--- src/rtl/core/mbe_pkg.sv ---
`timescale 1ns / 1ps

package mbe_pkg;

  // payload widths of the pixel and result channels
  localparam int PIX_W   = 12;
  localparam int COUNT_W = 16;
  localparam int SHADE_W = 16;

  // configuration port
  localparam int CFG_IDX_W  = 2;
  localparam int CFG_DATA_W = 16;
  localparam int SIZE_W     = 13;
  localparam int LIMIT_W    = 16;

  typedef enum logic [CFG_IDX_W-1:0] {
    REG_IMAGE_WIDTH  = 2'd0,
    REG_IMAGE_HEIGHT = 2'd1,
    REG_MAX_ITER     = 2'd2
  } cfg_reg_t;

  localparam logic [SIZE_W-1:0]  RST_IMAGE_WIDTH  = 13'd600;
  localparam logic [SIZE_W-1:0]  RST_IMAGE_HEIGHT = 13'd600;
  localparam logic [LIMIT_W-1:0] RST_MAX_ITER     = 16'd50;

endpackage

--- src/rtl/core/mbe_in_if.sv ---
`timescale 1ns / 1ps

interface mbe_in_if import mbe_pkg::*; ();
  logic             valid;
  logic             ready;
  logic [PIX_W-1:0] pixel_x;
  logic [PIX_W-1:0] pixel_y;

  modport source (output valid, output pixel_x, output pixel_y, input ready);
  modport sink   (input valid, input pixel_x, input pixel_y, output ready);
endinterface

--- src/rtl/core/mbe_out_if.sv ---
`timescale 1ns / 1ps

interface mbe_out_if import mbe_pkg::*; ();
  logic               valid;
  logic               ready;
  logic [COUNT_W-1:0] escape_count;
  logic               escaped;
  logic [SHADE_W-1:0] shade;

  modport source (output valid, output escape_count, output escaped, output shade,
                  input ready);
  modport sink   (input valid, input escape_count, input escaped, input shade,
                  output ready);
endinterface

--- src/rtl/core/mbe_div.sv ---
`timescale 1ns / 1ps

// restoring divider, one quotient bit per cycle
module mbe_div #(
  parameter int NUM_W = 44,
  parameter int DEN_W = 16
) (
  input  logic             clk,
  input  logic             rst,
  input  logic             start,
  input  logic [NUM_W-1:0] num,
  input  logic [DEN_W-1:0] den,
  output logic             done,
  output logic [NUM_W-1:0] quo
);

  localparam int CNT_W = $clog2(NUM_W + 1);

  logic             busy;
  logic [CNT_W-1:0] cnt;
  logic [NUM_W-1:0] acc;
  logic [DEN_W-1:0] rem;
  logic [DEN_W-1:0] dvs;
  logic [DEN_W:0]   trial;
  logic             take;

  assign trial = {rem, acc[NUM_W-1]};
  assign take  = trial >= {1'b0, dvs};
  assign quo   = acc;

  always_ff @(posedge clk) begin
    if (rst) begin
      busy <= 1'b0;
      done <= 1'b0;
      cnt  <= '0;
    end else begin
      done <= 1'b0;
      if (start) begin
        busy <= 1'b1;
        cnt  <= CNT_W'(NUM_W);
      end else if (busy) begin
        cnt <= cnt - CNT_W'(1);
        if (cnt == CNT_W'(1)) begin
          busy <= 1'b0;
          done <= 1'b1;
        end
      end
    end
  end

  always_ff @(posedge clk) begin
    if (start) begin
      acc <= num;
      rem <= '0;
      dvs <= den;
    end else if (busy) begin
      acc <= {acc[NUM_W-2:0], take};
      rem <= take ? DEN_W'(trial - {1'b0, dvs}) : trial[DEN_W-1:0];
    end
  end

`ifndef ASSERT_OFF
  a_no_restart: assert property (@(posedge clk) disable iff (rst) start |-> !busy)
    else $error("divider started while busy");
  a_load: assert property (@(posedge clk) disable iff (rst)
    start |=> busy && cnt == CNT_W'(NUM_W))
    else $error("divider did not load its step count");
  a_finish: assert property (@(posedge clk) disable iff (rst)
    busy && !start && cnt == CNT_W'(1) |=> done && !busy)
    else $error("divider missed its done pulse");
`endif

endmodule

--- src/rtl/core/mandelbrot_escape_time_pixel.sv ---
`timescale 1ns / 1ps
// flow: the divider scales x, then y; z then iterates through S_MUL_RR, S_MUL_II, S_MUL_RI and
//   S_CHECK until escape or the limit, and an escaping pixel divides once more for its shade;
//   DIV_W = max(COORD_BITS+FRAC_BITS, 32) (40 at defaults)
// throughput: one pixel at a time; the shared bit-serial divider and the one shared
//   multiplier, stepped by the sequencer through each z iteration, set the pace
// reset: synchronous active-high rst; registers return to 600 / 600 / 50, no result pending
module mandelbrot_escape_time_pixel import mbe_pkg::*; #(
  parameter int COORD_BITS = 12,
  parameter int ITER_BITS  = 16,
  parameter int FRAC_BITS  = 28
) (
  input  logic                  clk,
  input  logic                  rst,
  mbe_in_if.sink                pix,
  mbe_out_if.source             res,
  input  logic                  cfg_we,
  input  logic [CFG_IDX_W-1:0]  cfg_index,
  input  logic [CFG_DATA_W-1:0] cfg_data
);

  // Q3.FRAC_BITS word and the full product width
  localparam int W   = FRAC_BITS + 4;
  localparam int P_W = 2 * W;

  // shared divider serves both coordinate scalings and the shade fraction
  localparam int NUMC  = COORD_BITS + FRAC_BITS;
  localparam int NUMS  = COUNT_W + SHADE_W;
  localparam int DIV_W = (NUMC > NUMS) ? NUMC : NUMS;
  localparam int DEN_W = LIMIT_W;
  localparam int A_W   = DIV_W + 1;

  // iteration counter is never wider than the 16-bit limit register
  localparam int CNT_W = (ITER_BITS < LIMIT_W) ? ITER_BITS : LIMIT_W;
  localparam logic [LIMIT_W-1:0] CAP =
    (ITER_BITS >= LIMIT_W) ? {LIMIT_W{1'b1}} : LIMIT_W'((1 << ITER_BITS) - 1);

  localparam logic signed [P_W-1:0] FX_MAX_P = (P_W'(1) <<< (FRAC_BITS + 3)) - P_W'(1);
  localparam logic signed [P_W-1:0] FX_MIN_P = ~FX_MAX_P;
  localparam logic signed [W-1:0]   FX_MAX_W = {1'b0, {(W-1){1'b1}}};
  localparam logic [P_W-1:0]        LIMIT4   = P_W'(4) << (2 * FRAC_BITS);

  // axis offsets 1.5 and 0.5, and the quotient above which the axis saturates
  localparam logic [A_W-1:0] OFF_RE = A_W'(3) << (FRAC_BITS - 1);
  localparam logic [A_W-1:0] OFF_IM = A_W'(1) << (FRAC_BITS - 1);
  localparam logic [A_W-1:0] FX_MAX_A = (A_W'(1) << (FRAC_BITS + 3)) - A_W'(1);
  localparam logic [A_W-1:0] SAT_RE = FX_MAX_A + OFF_RE;
  localparam logic [A_W-1:0] SAT_IM = FX_MAX_A + OFF_IM;

  typedef enum logic [3:0] {
    S_IDLE,
    S_DIV_X,
    S_DIV_Y,
    S_MUL_RR,
    S_MUL_II,
    S_MUL_RI,
    S_CHECK,
    S_DIV_S,
    S_OUT
  } state_t;

  state_t state;

  // configuration registers
  logic [SIZE_W-1:0]  image_width;
  logic [SIZE_W-1:0]  image_height;
  logic [LIMIT_W-1:0] max_iterations;

  // working registers
  logic [COORD_BITS-1:0]  coord_y;
  logic signed [W-1:0]    cr, ci, zr, zi;
  logic signed [P_W-1:0]  rr, ii, prod;
  logic [CNT_W-1:0]       n;
  logic                   esc;
  logic [SHADE_W-1:0]     shade;

  // output register
  logic               res_valid;
  logic [COUNT_W-1:0] res_count;
  logic               res_esc;
  logic [SHADE_W-1:0] res_shade;

  // divider hookup
  logic             div_start;
  logic [DIV_W-1:0] div_num;
  logic [DEN_W-1:0] div_den;
  logic             div_done;
  logic [DIV_W-1:0] div_quo;

  // combinational helpers
  logic [LIMIT_W-1:0]    lim16;
  logic [CNT_W-1:0]      lim;
  logic [SIZE_W-1:0]     width_eff, height_eff;
  logic [A_W-1:0]        quo_a;
  logic signed [W-1:0]   axis_re, axis_im;
  logic signed [W-1:0]   mul_a, mul_b;
  logic signed [P_W-1:0] mul_p;
  logic [P_W-1:0]        mag2;
  logic                  hit;
  logic signed [P_W-1:0] diff, ri2, cr_ext, ci_ext, nr_w, ni_w;

  function automatic logic signed [W-1:0] sat_fx(input logic signed [P_W-1:0] v);
    logic signed [W-1:0] r;
    if (v > FX_MAX_P) r = FX_MAX_P[W-1:0];
    else if (v < FX_MIN_P) r = FX_MIN_P[W-1:0];
    else r = v[W-1:0];
    return r;
  endfunction

  mbe_div #(
    .NUM_W (DIV_W),
    .DEN_W (DEN_W)
  ) u_div (
    .clk   (clk),
    .rst   (rst),
    .start (div_start),
    .num   (div_num),
    .den   (div_den),
    .done  (div_done),
    .quo   (div_quo)
  );

  // effective limit and divisors, a zero size acts as one
  assign lim16      = (max_iterations > CAP) ? CAP : max_iterations;
  assign lim        = CNT_W'(lim16);
  assign width_eff  = (image_width == '0) ? SIZE_W'(1) : image_width;
  assign height_eff = (image_height == '0) ? SIZE_W'(1) : image_height;

  // quotient minus offset; the quotient is never negative, so only the top saturates
  assign quo_a   = {1'b0, div_quo};
  assign axis_re = (quo_a > SAT_RE) ? FX_MAX_W : W'(quo_a - OFF_RE);
  assign axis_im = (quo_a > SAT_IM) ? FX_MAX_W : W'(quo_a - OFF_IM);

  // one shared multiplier, operands picked by the sequencer
  always_comb begin
    case (state)
      S_MUL_RR: begin
        mul_a = zr;
        mul_b = zr;
      end
      S_MUL_II: begin
        mul_a = zi;
        mul_b = zi;
      end
      S_MUL_RI: begin
        mul_a = zr;
        mul_b = zi;
      end
      default: begin
        mul_a = zr;
        mul_b = zr;
      end
    endcase
  end

  assign mul_p = mul_a * mul_b;

  // escape test on the full products, then next z with floor rescale
  assign mag2   = P_W'(unsigned'(rr)) + P_W'(unsigned'(ii));
  assign hit    = mag2 >= LIMIT4;
  assign cr_ext = {{(P_W-W){cr[W-1]}}, cr};
  assign ci_ext = {{(P_W-W){ci[W-1]}}, ci};
  assign diff   = rr - ii;
  assign ri2    = prod <<< 1;
  assign nr_w   = (diff >>> FRAC_BITS) + cr_ext;
  assign ni_w   = (ri2 >>> FRAC_BITS) + ci_ext;

  assign pix.ready        = (state == S_IDLE);
  assign res.valid        = res_valid;
  assign res.escape_count = res_count;
  assign res.escaped      = res_esc;
  assign res.shade        = res_shade;

  always_ff @(posedge clk) begin
    if (rst) begin
      state          <= S_IDLE;
      res_valid      <= 1'b0;
      div_start      <= 1'b0;
      image_width    <= RST_IMAGE_WIDTH;
      image_height   <= RST_IMAGE_HEIGHT;
      max_iterations <= RST_MAX_ITER;
    end else begin
      div_start <= 1'b0;
      prod      <= mul_p;

      // register writes, anything beyond the list is dropped
      if (cfg_we) begin
        case (cfg_index)
          REG_IMAGE_WIDTH:  image_width    <= cfg_data[SIZE_W-1:0];
          REG_IMAGE_HEIGHT: image_height   <= cfg_data[SIZE_W-1:0];
          REG_MAX_ITER:     max_iterations <= cfg_data[LIMIT_W-1:0];
          default: ;
        endcase
      end

      if (res_valid && res.ready) res_valid <= 1'b0;

      case (state)
        S_IDLE: begin
          if (pix.valid) begin
            coord_y   <= COORD_BITS'(pix.pixel_y);
            div_num   <= DIV_W'(COORD_BITS'(pix.pixel_x)) << FRAC_BITS;
            div_den   <= DEN_W'(width_eff);
            div_start <= 1'b1;
            state     <= S_DIV_X;
          end
        end
        S_DIV_X: begin
          if (div_done) begin
            cr        <= axis_re;
            div_num   <= DIV_W'(coord_y) << FRAC_BITS;
            div_den   <= DEN_W'(height_eff);
            div_start <= 1'b1;
            state     <= S_DIV_Y;
          end
        end
        S_DIV_Y: begin
          if (div_done) begin
            ci    <= axis_im;
            zr    <= '0;
            zi    <= '0;
            n     <= '0;
            state <= S_MUL_RR;
          end
        end
        S_MUL_RR: state <= S_MUL_II;
        S_MUL_II: begin
          rr    <= prod;
          state <= S_MUL_RI;
        end
        S_MUL_RI: begin
          ii    <= prod;
          state <= S_CHECK;
        end
        S_CHECK: begin
          // prod holds zr*zi here
          if (hit || n >= lim) begin
            esc <= (n < lim);
            if (n < lim) begin
              div_num   <= DIV_W'(n) << SHADE_W;
              div_den   <= DEN_W'(lim);
              div_start <= 1'b1;
              state     <= S_DIV_S;
            end else begin
              shade <= '0;
              state <= S_OUT;
            end
          end else begin
            zr    <= sat_fx(nr_w);
            zi    <= sat_fx(ni_w);
            n     <= n + CNT_W'(1);
            state <= S_MUL_RR;
          end
        end
        S_DIV_S: begin
          if (div_done) begin
            shade <= SHADE_W'(div_quo);
            state <= S_OUT;
          end
        end
        S_OUT: begin
          // wait for the output register to free up
          if (!res_valid || res.ready) begin
            res_valid <= 1'b1;
            res_count <= COUNT_W'(n);
            res_esc   <= esc;
            res_shade <= shade;
            state     <= S_IDLE;
          end
        end
        default: state <= S_IDLE;
      endcase
    end
  end

`ifndef ASSERT_OFF
  a_busy_after_beat: assert property (@(posedge clk) disable iff (rst)
    pix.valid && pix.ready |=> !pix.ready)
    else $error("pixel taken while a pixel is in work");
  a_inside_no_shade: assert property (@(posedge clk) disable iff (rst)
    res.valid && !res.escaped |-> res.shade == '0)
    else $error("shade set for a point that did not escape");
  a_count_bound: assert property (@(posedge clk) disable iff (rst)
    state == S_CHECK |-> n <= lim)
    else $error("iteration count ran past the limit");
  a_div_owner: assert property (@(posedge clk) disable iff (rst)
    div_done |-> (state == S_DIV_X || state == S_DIV_Y || state == S_DIV_S))
    else $error("divider finished outside a divide step");
`endif

endmodule
--- src/flat_wrapper.sv ---
// flat-port wrapper written by rule: the top's interface ports become plain ports
module mandelbrot_escape_time_pixel_flat import mbe_pkg::*;
#(
  parameter int COORD_BITS = 12,
  parameter int ITER_BITS  = 16,
  parameter int FRAC_BITS  = 28
)
  (clk, rst, cfg_we, cfg_index, cfg_data, pix_valid, pix_pixel_x, pix_pixel_y, pix_ready, res_valid, res_escape_count, res_escaped, res_shade, res_ready);
  mbe_in_if pix_i ();
  mbe_out_if res_i ();
  input  logic clk;
  input  logic rst;
  input  logic cfg_we;
  input  logic [CFG_IDX_W-1:0] cfg_index;
  input  logic [CFG_DATA_W-1:0] cfg_data;
  input wire logic [$bits(pix_i.valid)-1:0] pix_valid;
  input wire logic [$bits(pix_i.pixel_x)-1:0] pix_pixel_x;
  input wire logic [$bits(pix_i.pixel_y)-1:0] pix_pixel_y;
  output wire logic [$bits(pix_i.ready)-1:0] pix_ready;
  output wire logic [$bits(res_i.valid)-1:0] res_valid;
  output wire logic [$bits(res_i.escape_count)-1:0] res_escape_count;
  output wire logic [$bits(res_i.escaped)-1:0] res_escaped;
  output wire logic [$bits(res_i.shade)-1:0] res_shade;
  input wire logic [$bits(res_i.ready)-1:0] res_ready;
  assign pix_i.valid = pix_valid;
  assign pix_i.pixel_x = pix_pixel_x;
  assign pix_i.pixel_y = pix_pixel_y;
  assign pix_ready = pix_i.ready;
  assign res_valid = res_i.valid;
  assign res_escape_count = res_i.escape_count;
  assign res_escaped = res_i.escaped;
  assign res_shade = res_i.shade;
  assign res_i.ready = res_ready;
  mandelbrot_escape_time_pixel #(.COORD_BITS(COORD_BITS), .ITER_BITS(ITER_BITS), .FRAC_BITS(FRAC_BITS)) u_core (.clk(clk), .rst(rst), .pix(pix_i), .res(res_i), .cfg_we(cfg_we), .cfg_index(cfg_index), .cfg_data(cfg_data));
endmodule
--- config.mk ---
export PLATFORM = sky130hd
export DESIGN_NAME = mandelbrot_escape_time_pixel_flat
export DESIGN_NICKNAME = d
export VERILOG_FILES = /design/src/rtl/core/mbe_pkg.sv /design/src/rtl/core/mbe_in_if.sv /design/src/rtl/core/mbe_out_if.sv /design/src/rtl/core/mbe_div.sv /design/src/rtl/core/mandelbrot_escape_time_pixel.sv /design/src/flat_wrapper.sv
export SDC_FILE = /design/constraint.sdc
export NUM_CORES = 2
export LEC_CHECK = 0
export ABC_AREA = 1
export ABC_CLOCK_PERIOD_IN_PS = 27400
export BUFFER_PORTS_ARGS = -buffer_cell sky130_fd_sc_hd__buf_2
export CORE_MARGIN = 1
export CORE_UTILIZATION = 60
export DETAILED_ROUTE_END_ITERATION = 6
export PLACE_DENSITY = 0.76
export SETUP_SLACK_MARGIN = 0.05
export SLEW_MARGIN = 10
export SYNTH_ARGS = -nofsm -noshare
export SYNTH_HDL_FRONTEND = slang
export SYNTH_SLANG_ARGS = --single-unit
--- constraint.sdc ---
create_clock -name clk -period 27.4 [get_ports clk]
set_input_delay 4.11 -clock clk [delete_from_list [all_inputs] [get_ports clk]]
set_output_delay 4.11 -clock clk [all_outputs]
set_load 0.02 [all_outputs]
After elaboration in Yosys (flattened, before gate mapping)
Index checks and enable logic that the tools add are counted.
{"block": "op_classes", "add_sub_neg": 9, "multipliers": 1, "div": 0, "order_cmp": 11, "n_eq_ne": 20, "shift": 0, "muxes": 56, "n_bitwise": 2, "reduce_logical": 29}
{"cell": "2-to-1 mux 32 bit", "n": 9}
{"cell": "2-to-1 mux 40 bit", "n": 6}
{"cell": "2-to-1 mux 16 bit", "n": 11}
{"cell": "> comparator 64 x 32 -> 1 bit (second input constant)", "n": 2}
{"cell": "< comparator 64 x 32 -> 1 bit (second input constant)", "n": 2}
{"cell": "case mux 32 bit (2 select lines)", "n": 2}
{"cell": "case mux 40 bit (3 select lines)", "n": 1}
{"cell": "> comparator 40 x 32 -> 1 bit (second input constant)", "n": 2}
{"cell": "adder 36 x 32 -> 37 bit", "n": 2}
{"cell": "adder 64 bit", "n": 1}
{"cell": ">= comparator 64 x 59 -> 1 bit (second input constant)", "n": 1}
{"cell": "multiplier 32 x 32 -> 64 bit", "n": 1}
{"cell": "case mux 16 bit (2 select lines)", "n": 2}
{"cell": "subtractor 64 bit", "n": 1}
{"cell": "case mux 16 bit (3 select lines)", "n": 1}
{"cell": "case mux 4 bit (9 select lines)", "n": 1}
{"cell": "subtractor 32 x 28 -> 32 bit (second input constant)", "n": 1}
{"cell": "subtractor 32 x 29 -> 32 bit (second input constant)", "n": 1}
{"cell": "2-to-1 mux 4 bit", "n": 7}
{"cell": "zero test 13 bit", "n": 2}
{"cell": "2-to-1 mux 13 bit", "n": 2}
{"cell": ">= comparator 17 x 16 -> 1 bit", "n": 1}
{"cell": "adder 16 x 1 -> 16 bit (second input constant)", "n": 1}
{"cell": "equality test 4 x 3 -> 1 bit (second input constant)", "n": 4}
{"cell": "31 further kinds", "n": 64}
{"block": "totals", "regBits": 582, "latchBits": 0, "ramBits": 0, "rom_bits": 0, "output_inout_bits": 35, "wordCells": 157, "mem_count": 0}

Longest topological paths before layout
{"block": "logic_depth", "word_depth": 7, "mapped_depth": 41}

Cells and area by module
From an unflattened synthesis, not the netlist that was laid out.
{"block": "hier_totals", "hier_cells": 8248, "area_unflattened_um2": 70129.8}
{"module": "mandelbrot_escape_time_pixel", "instances": 1, "cells_each": 7689, "area_each_um2": 65681.7}
{"module": "mbe_div", "instances": 1, "cells_each": 559, "area_each_um2": 4448.0}

Worst setup path after synthesis
OpenSTA, ideal clock, no wires.
{"block": "synth_path", "path_kind": "input to register", "startpoint": "in rst", "endpoint": "reg u_core.ii[0] (enable)", "setup_time_ns": 0.565, "t_arrival_ns": 8.668, "t_required_ns": 26.835, "path_slack_ns": 18.166, "path_stages": 2, "path_cell_list": "clkbuf_1 > nor3_1"}
{"block": "synth_via", "elab_chain_cells": 2}
{"element": "start, declared", "line": "flat_wrapper.sv:12", "rtl": "input logic rst;"}
{"element": "inverter 1 bit (no line)"}
{"element": "AND reduction 2 bit (no line)"}
{"element": "end signal, assigned", "line": "mandelbrot_escape_time_pixel.sv:232", "rtl": "ii <= prod;"}
{"element": "end, declared", "line": "mandelbrot_escape_time_pixel.sv:72", "rtl": "logic signed [P_W-1:0] rr, ii, prod;"}
Every way passes these cells.
A chain may end at the register's enable or synchronous reset.

Worst setup path after layout
{"block": "layout_path", "startpoint": "reg u_core.state[2]", "endpoint": "reg u_core.prod[59] (data pin)"}
{"block": "layout_via", "elab_chain_cells": 4}
{"element": "start, declared", "line": "mandelbrot_escape_time_pixel.sv:62", "rtl": "state_t state;"}
{"element": "start signal, assigned", "line": "mandelbrot_escape_time_pixel.sv:176", "rtl": "state <= S_IDLE;"}
{"element": "start signal, assigned", "line": "mandelbrot_escape_time_pixel.sv:205", "rtl": "state <= S_DIV_X;"}
{"element": "start signal, assigned", "line": "mandelbrot_escape_time_pixel.sv:214", "rtl": "state <= S_DIV_Y;"}
{"element": "equality test 4 x 3 -> 1 bit", "line": "mandelbrot_escape_time_pixel.sv:136", "rtl": "case (state)"}
{"element": "OR reduction 2 bit (no line)"}
{"element": "2-to-1 mux 32 bit", "line": "mandelbrot_escape_time_pixel.sv:136"}
{"element": "multiplier 32 x 32 -> 64 bit (*)", "line": "mandelbrot_escape_time_pixel.sv:156", "rtl": "assign mul_p = mul_a * mul_b;"}
{"element": "via u_core.mul_p[59]", "line": "mandelbrot_escape_time_pixel.sv:97", "rtl": "logic signed [P_W-1:0] mul_p;"}
{"element": "end signal, assigned", "line": "mandelbrot_escape_time_pixel.sv:184", "rtl": "prod <= mul_p;"}
{"element": "end, declared", "line": "mandelbrot_escape_time_pixel.sv:72"}
The timed path passes the listed nets; every way through them passes the cells marked *.

==> impl_metrics.env <==
export IMPL_status="finished, violations left"
export IMPL_violations="DRC"
export IMPL_finClkSkew_ps=51.10
export IMPL_hold_class="flop to flop"
export IMPL_syn_avg_cell_area_sq_um=8.568
export IMPL_crit_type="flop to flop"
export IMPL_relSlewSlack=0.2448
export IMPL_yosys_warnings=0
export IMPL_slowest_delay_ps=940
export IMPL_syn_to_final_growth_pct=6.211
export IMPL_start_kind="flop"
export IMPL_synth_edff_count=494
export IMPL_path_delay_family="adder cells"
export IMPL_postRouteAntennaNets=0
export IMPL_hpwl_microns=202700
export IMPL_period_share=0.4181
export IMPL_io_buffers=81
export IMPL_setup_viol=0
export IMPL_synth_area_top_cells="fa_1, edfxtp_1, inv_1"
export IMPL_clkSlewWorstSetupHoldPaths_ps=60
export IMPL_timing_fmax_ghz=0.08730
export IMPL_drtPass1Iterations=7
export IMPL_synthArstFlopShare=0
export IMPL_pin_count=82
export IMPL_final_layout_size_suffix_gt1_frac=0.05435
export IMPL_grt_pass1_wl_microns=374100
export IMPL_ys_seq_area_frac=0.2323
export IMPL_synth_top_area_frac=0.3103
export IMPL_crit_path_top_delay_cell="clkinv_1"
export IMPL_numCtsBuffers=67
export IMPL_hold_viol=0
export IMPL_cts_setup_buffers=0
export IMPL_syn_num_nets=9729
export IMPL_drv_cap=0
export IMPL_grt_pass1_vias=59570
export IMPL_tritoncts="done"
export IMPL_synth_seq_cells=566
export IMPL_final_max_slew_viol_count=0
export IMPL_post_cts_resized=0
export IMPL_finalCriticalPeriod_ps=11460
export IMPL_die_width_microns=343.7
export IMPL_track_usage=0.4395
export IMPL_htreeDepth=3
export IMPL_nets=9725
export IMPL_worstSkewPairLatency_ps=680
export IMPL_antenna_found_initial=17
export IMPL_clock_sinks=566
export IMPL_crit_required_ps=27790
export IMPL_rows=125
export IMPL_synth_distinct_cells=69
export IMPL_drt_iter0_drc=6923
export IMPL_dieArea_sq_um=118100
export IMPL_clock_path_buffers=3
export IMPL_netlist_instances=8177
export IMPL_gp_congestion=1.065
export IMPL_core_sq_um=116000
export IMPL_grt_start_max_net_pins=66
export IMPL_wirelength_microns=253800
export IMPL_final_cell_mix="inv_1, nand2_1, fa_1"
export IMPL_synthFlopType="edfxtp_1"
export IMPL_via_count=58210
export IMPL_rsz0062_at_grt="false"
export IMPL_fillCellCount=9859
export IMPL_grt_ovfl_total=0
export IMPL_start_util=0.6037
export IMPL_crit_fanout=49
export IMPL_cts_hold_buf=0
export IMPL_die_h_microns=343.7
export IMPL_cp_end_kind="flop"
export IMPL_avgRoutedWirePerCell_microns=26.01
export IMPL_drc=1
export IMPL_final_common_cell="inv_1"
export IMPL_viasPerCell=5.964
export IMPL_ctsRootBufferMaster="clkbuf_16"
export IMPL_hold_ws_ps=379.8
export IMPL_tightestPinTransition_ps=1130
export IMPL_r2r_slack_ps=15940
export IMPL_critPathArrivalTime_ps=11840
export IMPL_syn_area_sq_um=70060
export IMPL_synth_top_area_cell="fa_1"
export IMPL_tns_ps=0
export IMPL_crit_buf_inv=13
==> metal layers <==
layer / track usage / share of wire
met1: 0.5609 / 0.37
met2: 0.6484 / 0.43
met3: 0.1441 / 0.13
met4: 0.2740 / 0.074
met5: 0 / 0.00044
==> metrics by stage <==
step / instances / util / setup slack (ps) / cell area, sq um
after floorplan: 8177 / - / 18170 / 70060
after global placement: 9628 / 0.6210 / 16310 / 72060
after detailed placement: 9628 / 0.6210 / 16160 / 72060
after CTS: 9749 / 0.6410 / 16130 / 74380
after global routing: 9749 / 0.6410 / 15320 / 74390
final: 9760 / 0.6412 / 15940 / 74420
==> final timing paths <==
check	startpoint	endpoint	cells after the start
setup / recovery	u_core.state[2]$_SDFFE_PP0P_	u_core.prod[59]$_DFFE_PN_	35
hold / removal	u_core.div_den[9]$_DFFE_PP_	u_core.u_div.dvs[9]$_DFFE_PP_	0
setup reg to reg	u_core.state[2]$_SDFFE_PP0P_	u_core.prod[59]$_DFFE_PN_	35
hold reg to reg	u_core.div_den[9]$_DFFE_PP_	u_core.u_div.dvs[9]$_DFFE_PP_	0
==> area by class of cell <==
cell class / instances / area (sq um) / share of cell area
inverters: 1755 / 6590 / 0.08856
clock buffers: 75 / 1759 / 0.02364
clock inverters: 46 / 560.5 / 0.007533
diodes: 11 / 27.53 / 0.0003699
flip-flops and latches: 566 / 16280 / 0.2187
repair buffers: 178 / 1134 / 0.01523
multi-input cells: 5605 / 46160 / 0.6203
well taps: 1524 / 1907 / 0.02562
==> cells in the mapped netlist, types with 21 or more instances <==
| master | number |
|---|---|
| dfxtp_1 | 72 |
| buf_2 | 93 |
| a21oi_2 | 47 |
| o21bai_1 | 41 |
| nand2_1 | 1502 |
| nor2_1 | 1088 |
| a31oi_1 | 52 |
| clkbuf_1 | 139 |
| nor4_1 | 21 |
| nand4_1 | 25 |
| ha_1 | 419 |
| xnor2_1 | 59 |
| fa_1 | 1086 |
| a21oi_1 | 410 |
| o21ai_0 | 252 |
| nor3_1 | 61 |
| inv_1 | 1729 |
| o211ai_1 | 23 |
| edfxtp_1 | 494 |
| o21ai_1 | 33 |
| nand3_1 | 169 |
| xor2_1 | 126 |
| or2_2 | 26 |
| a21o_1 | 32 |
==> flip-flops by register name, indices dropped and copies added (netlist names), 12 cells and up <==
signal and cells:
u_core.ii 64, u_core.prod 64, u_core.rr 64, u_core.u_div.quo 40, u_core.ci 32, u_core.cr 32
u_core.zi 32, u_core.zr 32, u_core.div_num 24, u_core.div_den 16, u_core.max_iterations 16, u_core.n 16
u_core.res.escape_count 16, u_core.res.shade 16, u_core.shade 16, u_core.u_div.dvs 16, u_core.u_div.rem 16, u_core.image_height 13
u_core.image_width 13, u_core.coord_y 12
==> worst register-to-register path: cells and delay by family, from the launching register on <==
family	cells	cell delay [ps]
XOR/XNOR	1	150
flip-flops	1	350
adder cells (fa/ha/maj)	9	5010
AND/OR/NAND/NOR	9	1560
buffers and inverters	13	2970
AO/OA/AOI/OAI	3	1120
==> kinds of logic (layout without fill, tap and decap cells) <==
| kind of cell | count (synthesis) | in the layout | share of synthesized area |
|---|---|---|---|
| AO/OA/AOI/OAI | 978 | 978 | 0.08149 |
| flip-flops | 566 | 566 | 0.2323 |
| AND/OR/NAND/NOR | 2935 | 2935 | 0.1664 |
| other | 0 | 11 | 0 |
| XOR/XNOR | 187 | 187 | 0.02359 |
| adder cells (fa/ha/maj) | 1505 | 1505 | 0.3851 |
| buffers and inverters | 2006 | 2054 | 0.1111 |
Power is not shown: default switching activity piles up to over one toggle a cycle in this logic, so the estimate is an artifact.
